==> config.mk <==
export PLATFORM = sky130hd
export DESIGN_NAME = controller_frame_receiver
export DESIGN_NICKNAME = d
export VERILOG_FILES = /design/src/rtl/core/crf_pkg.sv /design/src/rtl/core/crf_deframe.sv /design/src/rtl/core/crf_skid.sv /design/src/rtl/core/controller_frame_receiver.sv
export SDC_FILE = /design/constraint.sdc
export NUM_CORES = 1
export LEC_CHECK = 0
export BUFFER_PORTS_ARGS = -buffer_cell sky130_fd_sc_hd__buf_2
export CAP_MARGIN = 20
export CORE_AREA = 5 5 178 112
export CTS_CLUSTER_DIAMETER = 100
export DETAILED_ROUTE_END_ITERATION = 16
export DIE_AREA = 0 0 183 117
export HOLD_SLACK_MARGIN = 0.08
export PLACE_DENSITY = 0.75
export SLEW_MARGIN = 20
export SYNTH_ARGS = -nofsm -noshare
export SYNTH_HDL_FRONTEND = slang
export SYNTH_SLANG_ARGS = --single-unit
==> constraint.sdc <==
create_clock -name clk -period 2.7 [get_ports clk]
set_input_delay 0.54 -clock clk [delete_from_list [all_inputs] [get_ports clk]]
set_output_delay 0.54 -clock clk [all_outputs]
set_load 0.01 [all_outputs]
==> src/rtl/core/crf_pkg.sv <==
package crf_pkg;

  localparam int DATA_OUT = 6;
  localparam int ADDR_W   = 4;

  localparam logic [7:0] HEADER_RST  = 8'hEB;
  localparam logic [7:0] TRAILER_RST = 8'hAF;
  localparam logic [7:0] LIMIT_RST   = 8'd15;

  localparam logic [1:0] REG_HEADER  = 2'd0;
  localparam logic [1:0] REG_TRAILER = 2'd1;
  localparam logic [1:0] REG_LIMIT   = 2'd2;

  typedef enum logic [1:0] {
    ST_OK      = 2'd0,
    ST_BAD     = 2'd1,
    ST_TIMEOUT = 2'd2
  } crf_status_t;

  typedef struct packed {
    logic [7:0]  buttons_high;
    logic [7:0]  buttons_low;
    logic [7:0]  right_y;
    logic [7:0]  right_x;
    logic [7:0]  left_y;
    logic [7:0]  left_x;
    crf_status_t status;
  } crf_result_t;

endpackage

==> src/rtl/core/crf_deframe.sv <==
module crf_deframe #(
  parameter int PAYLOAD_BYTES = 6
) (
  input  logic               clk,
  input  logic               rst_n,
  input  logic               byte_valid,
  input  logic [7:0]         rx_byte,
  input  logic [7:0]         header_byte,
  input  logic [7:0]         trailer_byte,
  input  logic [7:0]         hunt_limit,
  output logic               res_valid,
  output crf_pkg::crf_result_t res
);
  import crf_pkg::*;

  localparam int PW = $clog2(PAYLOAD_BYTES + 2);

  logic          in_frame_r, in_frame_nxt;
  logic [PW-1:0] pos_r, pos_nxt;
  logic [7:0]    hunt_r, hunt_nxt;
  logic [7:0]    sum_r, sum_nxt;
  logic [7:0]    csum_r, csum_nxt;
  logic [7:0]    payload_r [DATA_OUT];
  logic [7:0]    data_out  [DATA_OUT];
  logic          is_data, is_csum, timeout;
  crf_status_t   status;

  assign is_data = pos_r < PW'(PAYLOAD_BYTES);
  assign is_csum = pos_r == PW'(PAYLOAD_BYTES);

  always_comb begin
    in_frame_nxt = in_frame_r;
    pos_nxt      = pos_r;
    hunt_nxt     = hunt_r;
    sum_nxt      = sum_r;
    csum_nxt     = csum_r;
    res_valid    = 1'b0;
    timeout      = 1'b0;
    status       = ST_OK;
    if (byte_valid) begin
      if (!in_frame_r) begin
        if (rx_byte == header_byte) begin
          in_frame_nxt = 1'b1;
          pos_nxt      = '0;
          sum_nxt      = '0;
          hunt_nxt     = '0;
        end else if (hunt_r >= hunt_limit) begin
          hunt_nxt  = '0;
          res_valid = 1'b1;
          timeout   = 1'b1;
          status    = ST_TIMEOUT;
        end else begin
          hunt_nxt = hunt_r + 8'd1;
        end
      end else if (is_data) begin
        sum_nxt = sum_r + rx_byte;
        pos_nxt = pos_r + 1'b1;
      end else if (is_csum) begin
        csum_nxt = rx_byte;
        pos_nxt  = pos_r + 1'b1;
      end else begin
        in_frame_nxt = 1'b0;
        pos_nxt      = '0;
        hunt_nxt     = '0;
        res_valid    = 1'b1;
        status       = (csum_r == sum_r && rx_byte == trailer_byte) ? ST_OK : ST_BAD;
      end
    end
  end

  always_comb begin
    for (int k = 0; k < DATA_OUT; k++) begin
      data_out[k] = (k < PAYLOAD_BYTES && !timeout) ? payload_r[k] : 8'd0;
    end
  end

  assign res.status       = status;
  assign res.left_x       = data_out[0];
  assign res.left_y       = data_out[1];
  assign res.right_x      = data_out[2];
  assign res.right_y      = data_out[3];
  assign res.buttons_low  = data_out[4];
  assign res.buttons_high = data_out[5];

  always_ff @(posedge clk) begin
    if (!rst_n) begin
      in_frame_r <= 1'b0;
      pos_r      <= '0;
      hunt_r     <= '0;
      sum_r      <= '0;
    end else begin
      in_frame_r <= in_frame_nxt;
      pos_r      <= pos_nxt;
      hunt_r     <= hunt_nxt;
      sum_r      <= sum_nxt;
    end
  end

  always_ff @(posedge clk) begin
    csum_r <= csum_nxt;
    for (int k = 0; k < DATA_OUT; k++) begin
      if (k < PAYLOAD_BYTES && byte_valid && in_frame_r && is_data && pos_r == PW'(k)) begin
        payload_r[k] <= rx_byte;
      end
    end
  end

`ifndef SYNTHESIS
  a_pos_range: assert property (@(posedge clk) disable iff (!rst_n)
    pos_r <= PW'(PAYLOAD_BYTES + 1))
    else $error("frame position out of range");

  a_pos_idle: assert property (@(posedge clk) disable iff (!rst_n)
    !in_frame_r |-> pos_r == '0)
    else $error("position nonzero while hunting");

  a_res_closes: assert property (@(posedge clk) disable iff (!rst_n)
    res_valid |=> !in_frame_r && hunt_r == '0)
    else $error("result did not leave block hunting with cleared count");

  a_hdr_opens: assert property (@(posedge clk) disable iff (!rst_n)
    (byte_valid && !in_frame_r && rx_byte == header_byte) |=> in_frame_r && pos_r == '0)
    else $error("header did not open a frame");
`endif

endmodule

==> src/rtl/core/crf_skid.sv <==
module crf_skid (
  input  logic                 clk,
  input  logic                 rst_n,
  input  logic                 res_valid,
  input  crf_pkg::crf_result_t res,
  output logic                 res_ready,
  output logic                 out_valid,
  input  logic                 out_ready,
  output crf_pkg::crf_result_t out_data
);
  import crf_pkg::*;

  logic        out_valid_r, skid_valid_r;
  crf_result_t out_r, skid_r;
  logic        pop;

  assign pop       = !out_valid_r || out_ready;
  assign res_ready = !skid_valid_r;
  assign out_valid = out_valid_r;
  assign out_data  = out_r;

  always_ff @(posedge clk) begin
    if (!rst_n) begin
      out_valid_r  <= 1'b0;
      skid_valid_r <= 1'b0;
    end else if (pop) begin
      if (skid_valid_r) begin
        out_valid_r  <= 1'b1;
        skid_valid_r <= 1'b0;
      end else begin
        out_valid_r <= res_valid;
      end
    end else if (res_valid) begin
      skid_valid_r <= 1'b1;
    end
  end

  always_ff @(posedge clk) begin
    if (pop) begin
      out_r <= skid_valid_r ? skid_r : res;
    end else if (res_valid) begin
      skid_r <= res;
    end
  end

`ifndef SYNTHESIS
  a_skid_behind_out: assert property (@(posedge clk) disable iff (!rst_n)
    skid_valid_r |-> out_valid_r)
    else $error("skid holds a result while output is empty");

  a_skid_drains: assert property (@(posedge clk) disable iff (!rst_n)
    (skid_valid_r && out_ready) |=> !skid_valid_r && out_valid_r)
    else $error("skid did not move to output");

  a_no_overrun: assert property (@(posedge clk) disable iff (!rst_n)
    !(skid_valid_r && res_valid))
    else $error("result arrived while skid full");
`endif

endmodule

==> src/rtl/core/controller_frame_receiver.sv <==
// Output: results of bytes that close a frame or time out the hunt reach out_tvalid
//   through the output register, or the skid register while out_tready is low.
// Throughput: one byte per cycle; a two-entry output buffer drops in_tready
//   only while two results wait for out_tready.
// Reset: synchronous on rst_n low; returns to hunting, clears counters and
//   restores the header, trailer and hunt limit registers to their defaults.
module controller_frame_receiver #(
  parameter int PAYLOAD_BYTES = 6
) (
  input  logic        clk,
  input  logic        rst_n,
  input  logic        in_tvalid,
  output logic        in_tready,
  input  logic [7:0]  in_tdata,   // [7:0] rx_byte
  output logic        out_tvalid,
  input  logic        out_tready,
  output logic [47:0] out_tdata,  // left_x, left_y, right_x, right_y, buttons_low, buttons_high
  output logic [1:0]  out_tuser,  // [1:0] status
  input  logic        psel,
  input  logic        penable,
  input  logic        pwrite,
  input  logic [crf_pkg::ADDR_W-1:0] paddr,
  input  logic [31:0] pwdata,
  output logic [31:0] prdata,
  output logic        pready
);
  import crf_pkg::*;

  logic [7:0]  header_r, trailer_r, limit_r;
  logic        cfg_wr;
  logic        accept;
  logic        res_valid, res_ready;
  crf_result_t res, out_res;

  assign pready = 1'b1;
  assign cfg_wr = psel && penable && pwrite && pready;

  always_ff @(posedge clk) begin
    if (!rst_n) begin
      header_r  <= HEADER_RST;
      trailer_r <= TRAILER_RST;
      limit_r   <= LIMIT_RST;
    end else if (cfg_wr) begin
      case (paddr[3:2])
        REG_HEADER:  header_r  <= pwdata[7:0];
        REG_TRAILER: trailer_r <= pwdata[7:0];
        REG_LIMIT:   limit_r   <= pwdata[7:0];
        default: ;
      endcase
    end
  end

  always_comb begin
    case (paddr[3:2])
      REG_HEADER:  prdata = {24'd0, header_r};
      REG_TRAILER: prdata = {24'd0, trailer_r};
      REG_LIMIT:   prdata = {24'd0, limit_r};
      default:     prdata = 32'd0;
    endcase
  end

  assign in_tready = res_ready;
  assign accept    = in_tvalid && in_tready;

  crf_deframe #(
    .PAYLOAD_BYTES(PAYLOAD_BYTES)
  ) u_deframe (
    .clk          (clk),
    .rst_n        (rst_n),
    .byte_valid   (accept),
    .rx_byte      (in_tdata),
    .header_byte  (header_r),
    .trailer_byte (trailer_r),
    .hunt_limit   (limit_r),
    .res_valid    (res_valid),
    .res          (res)
  );

  crf_skid u_skid (
    .clk       (clk),
    .rst_n     (rst_n),
    .res_valid (res_valid),
    .res       (res),
    .res_ready (res_ready),
    .out_valid (out_tvalid),
    .out_ready (out_tready),
    .out_data  (out_res)
  );

  assign out_tdata = {out_res.buttons_high, out_res.buttons_low, out_res.right_y,
                      out_res.right_x, out_res.left_y, out_res.left_x};
  assign out_tuser = out_res.status;

endmodule
==> out/metrics.yaml <==
detailed_routing:
  viasPerCell: 5.38
  wl_per_cell_um: 18.0
  drtAntennaViolNets: 0
  initialDrtViolationCount: 604
  drc: 0
  wl_mm: 19.5
  num_vias: 5824
  drtPass1Iterations: 6
pwr:
  p_seq_share_pct: 52.0
  p_int_mw: 5.13
  p_sw_share_pct: 20.8
  vdd_drop_max_v: 0.000365
  p_clk_share_pct: 43.3
  p_total_mw: 6.48
  combPwrFrac_pct: 4.7
  power.switching_mw: 1.35
  p_per_area_nw_per_um2: 619
  p_leak_nw: 4.04
synthesis:
  ys.flop_type: "edfxtp_1"
  synth-edff-count: 156
  yosysSeqAreaShare_pct: 62.0
  yosysWarnings: 0
  synthArstFlopShare_pct: 0
  synth_cells: 726
  ys_ff_latch: 202
  syn-mean-instance-area_um2: 12.4
  syn_area_um2: 9030
  yosysUniqueCellTypes: 56
placed_design:
  place.gp.congestion: 0.866
  port_buffers: 84
  hpwl_mm: 13.0
  dpl_cell_area_um2: 9810
clock_tree:
  cts_buffers: 20
  clk_latency_ns: 0.49
  cts_tree: "done"
  ctsHoldBuffers: 0
  cts_resized: 0
  clockBufferDepth: 3
  cts_setup_buffers: 0
  clock_sinks: 202
  ctsHtreeMaxLevel: 1
  cts-root-buf: "clkbuf_16"
  clkTransAtPathRegs_ns: 0.06
cells_and_area:
  seq_area_um2: 5610
  nFillCells: 1508
  final_nets: 896
  area_growth_pct: 16.0
  final_cell_area_um2: 10500
  layout_commonest_cell: "edfxtp_1"
  layout-drive-gt1-share_pct: 24.4
  layout_common_cells: "edfxtp_1, and2_1, buf_2"
  multi_input_area_um2: 3110
  final_util_pct: 57.3
  insertedDiodeCount: 0
worst_setup_path:
  crit_fanout: 29
  worst_ep_required_time_ns: 2.89
  worstSetupPathType: "reg -> reg"
  rr_endpoint: "u_skid.skid_r[24]$_DFFE_PP_"
  worst_setup_path_start_kind: "flop"
  r2r-start: "u_deframe.pos_r[0]$_SDFFE_PN0P_"
  end_kind: "flop"
  reg2reg_slack_ns: 0.28
  ff2ff_path_depth: 8
  critical_path_arrival_ns: 2.61
timing:
  holdWs_ns: 0.295
  max_freq_mhz: 412
  period_needed_ns: 2.42
  fin_skew_ns: 0.00919
  worst_pin_slew_ns: 0.590
  finalSetupTns_ns: 0
  grt_setup_unrepaired: "false"
  min_period_over_period_pct: 89.8
  slew_headroom_pct: 60.6
  setup_viol: 0
  maxSlewViolCount: 0
  hold_viol_final: 0
global_routing:
  grt_pass1_vias: 5420
  track_usage_pct: 18.0
  grt_remaining_overflow: 0
  grt_pass1_wl_mm: 30.3
  grt_max_degree: 70
  antenna_found_initial: 0
flow_run:
  cap_viol_max_count: 0
floorplanning:
  dieArea_um2: 21400
  rows: 39
  fp.dieH_um: 117
  die_w_um: 183
  start_util_pct: 49.4
  core_region_area_um2: 18300
  num_io_pins: 136
worst_hold_path:
  hold_class: "in -> reg"
  hp-start: "pwdata[1]"
  whs_endpoint: "header_r[1]$_SDFFE_PN1P_"
  hold_path_depth: 3
outcome:
  status: "finished clean"
[critical path, stage by stage, from the launching register on]
cell and delay (ns):
dfxtp_1 0.43, inv_1 0.10, ha_1 0.23, and3b_1 0.28
nor2_1 0.10, nor2_1 0.27, o211a_1 0.27, and2_2 0.22
buf_12 0.21
[flip-flops by register name, summed over array words and instances, names as in the netlist]
register,cells
u_skid.out_valid,1
u_deframe.in_frame_r,1
limit_r,8
u_skid.skid_r,50
u_skid.out_data,50
u_deframe.sum_r,8
u_deframe.payload_r,48
u_skid.skid_valid_r,1
u_deframe.pos_r,3
u_deframe.hunt_r,8
trailer_r,8
header_r,8
u_deframe.csum_r,8
[power groups by stage]
stage	registers [mW]	clock network, mW	logic [mW]
global route	3.37	3.00	0.331
finish	3.37	2.81	0.303
CTS	3.37	2.85	0.300
detailed placement	3.44	0	0.296
floorplan	3.44	0	0.184
global placement	3.44	0	0.292
[logic make-up after synthesis]
| logic type | after synthesis | share of synthesized area, % |
|---|---|---|
| flops | 202 | 62.0 |
| other cells | 2 | 0.0831 |
| compound gates | 123 | 10.6 |
| buf+inv | 82 | 4.58 |
| simple gates | 253 | 15.3 |
| fa+ha+maj | 22 | 3.13 |
| xor+xnor | 27 | 2.62 |
| mux | 15 | 1.69 |
[worst max path at each step]
stage                                                 from                          end  slack (ns)  depth (start not counted)
after global placement    u_deframe.hunt_r[0]$_SDFFE_PN0P_  u_skid.skid_r[27]$_DFFE_PP_        0.16                          8
after CTS                 u_deframe.hunt_r[0]$_SDFFE_PN0P_  u_skid.skid_r[24]$_DFFE_PP_        0.09                          8
after detailed placement  u_deframe.hunt_r[0]$_SDFFE_PN0P_  u_skid.skid_r[27]$_DFFE_PP_        0.11                          8
final                      u_deframe.pos_r[0]$_SDFFE_PN0P_  u_skid.skid_r[24]$_DFFE_PP_        0.28                          8
after floorplan           u_deframe.hunt_r[0]$_SDFFE_PN0P_   u_skid.skid_r[0]$_DFFE_PP_        0.21                          7
after global routing      u_deframe.hunt_r[0]$_SDFFE_PN0P_  u_skid.skid_r[49]$_DFFE_PP_        0.16                          8
[cells in the mapped netlist (11+ instances only)]
library cell / instances / area [um^2]
edfxtp_1: 156 / 4680
and2_1: 101 / 632
nand2_1: 68 / 255
a31o_2: 48 / 420
dfxtp_1: 46 / 921
clkbuf_1: 30 / 113
nand3_1: 29 / 145
buf_4: 26 / 195
ha_1: 21 / 263
a21oi_1: 20 / 100
inv_1: 18 / 67.6
xnor2_1: 16 / 140
mux2i_1: 13 / 130
o21ai_0: 12 / 60.1
xor2_1: 11 / 96.3
[per-layer routing]
metal  part of all wire [%]  global-route usage (%)
met1                     48                    27.9
met2                     43                    26.6
met3                    7.3                    3.58
met4                    1.3                    3.17
met5                      0                       0
[per-stage QoR]
step / cells / worst slack (ns)
after detailed placement: 1047 / 0.113
after global routing: 1083 / 0.162
final: 1083 / 0.276
after global placement: 1047 / 0.163
after CTS: 1083 / 0.0884
after floorplan: 749 / 0.210
[final cells by class]
cell class / count / share of cell area [%]
Clock buffer: 28 / 5.46
Clock inverter: 8 / 0.872
Inverter: 18 / 0.645
Multi-Input combinational cell: 465 / 29.7
Sequential cell: 202 / 53.5
Tap cell: 246 / 2.94
Timing Repair Buffer: 116 / 6.90
No activity file was read; power rests on OpenSTA's default activity.
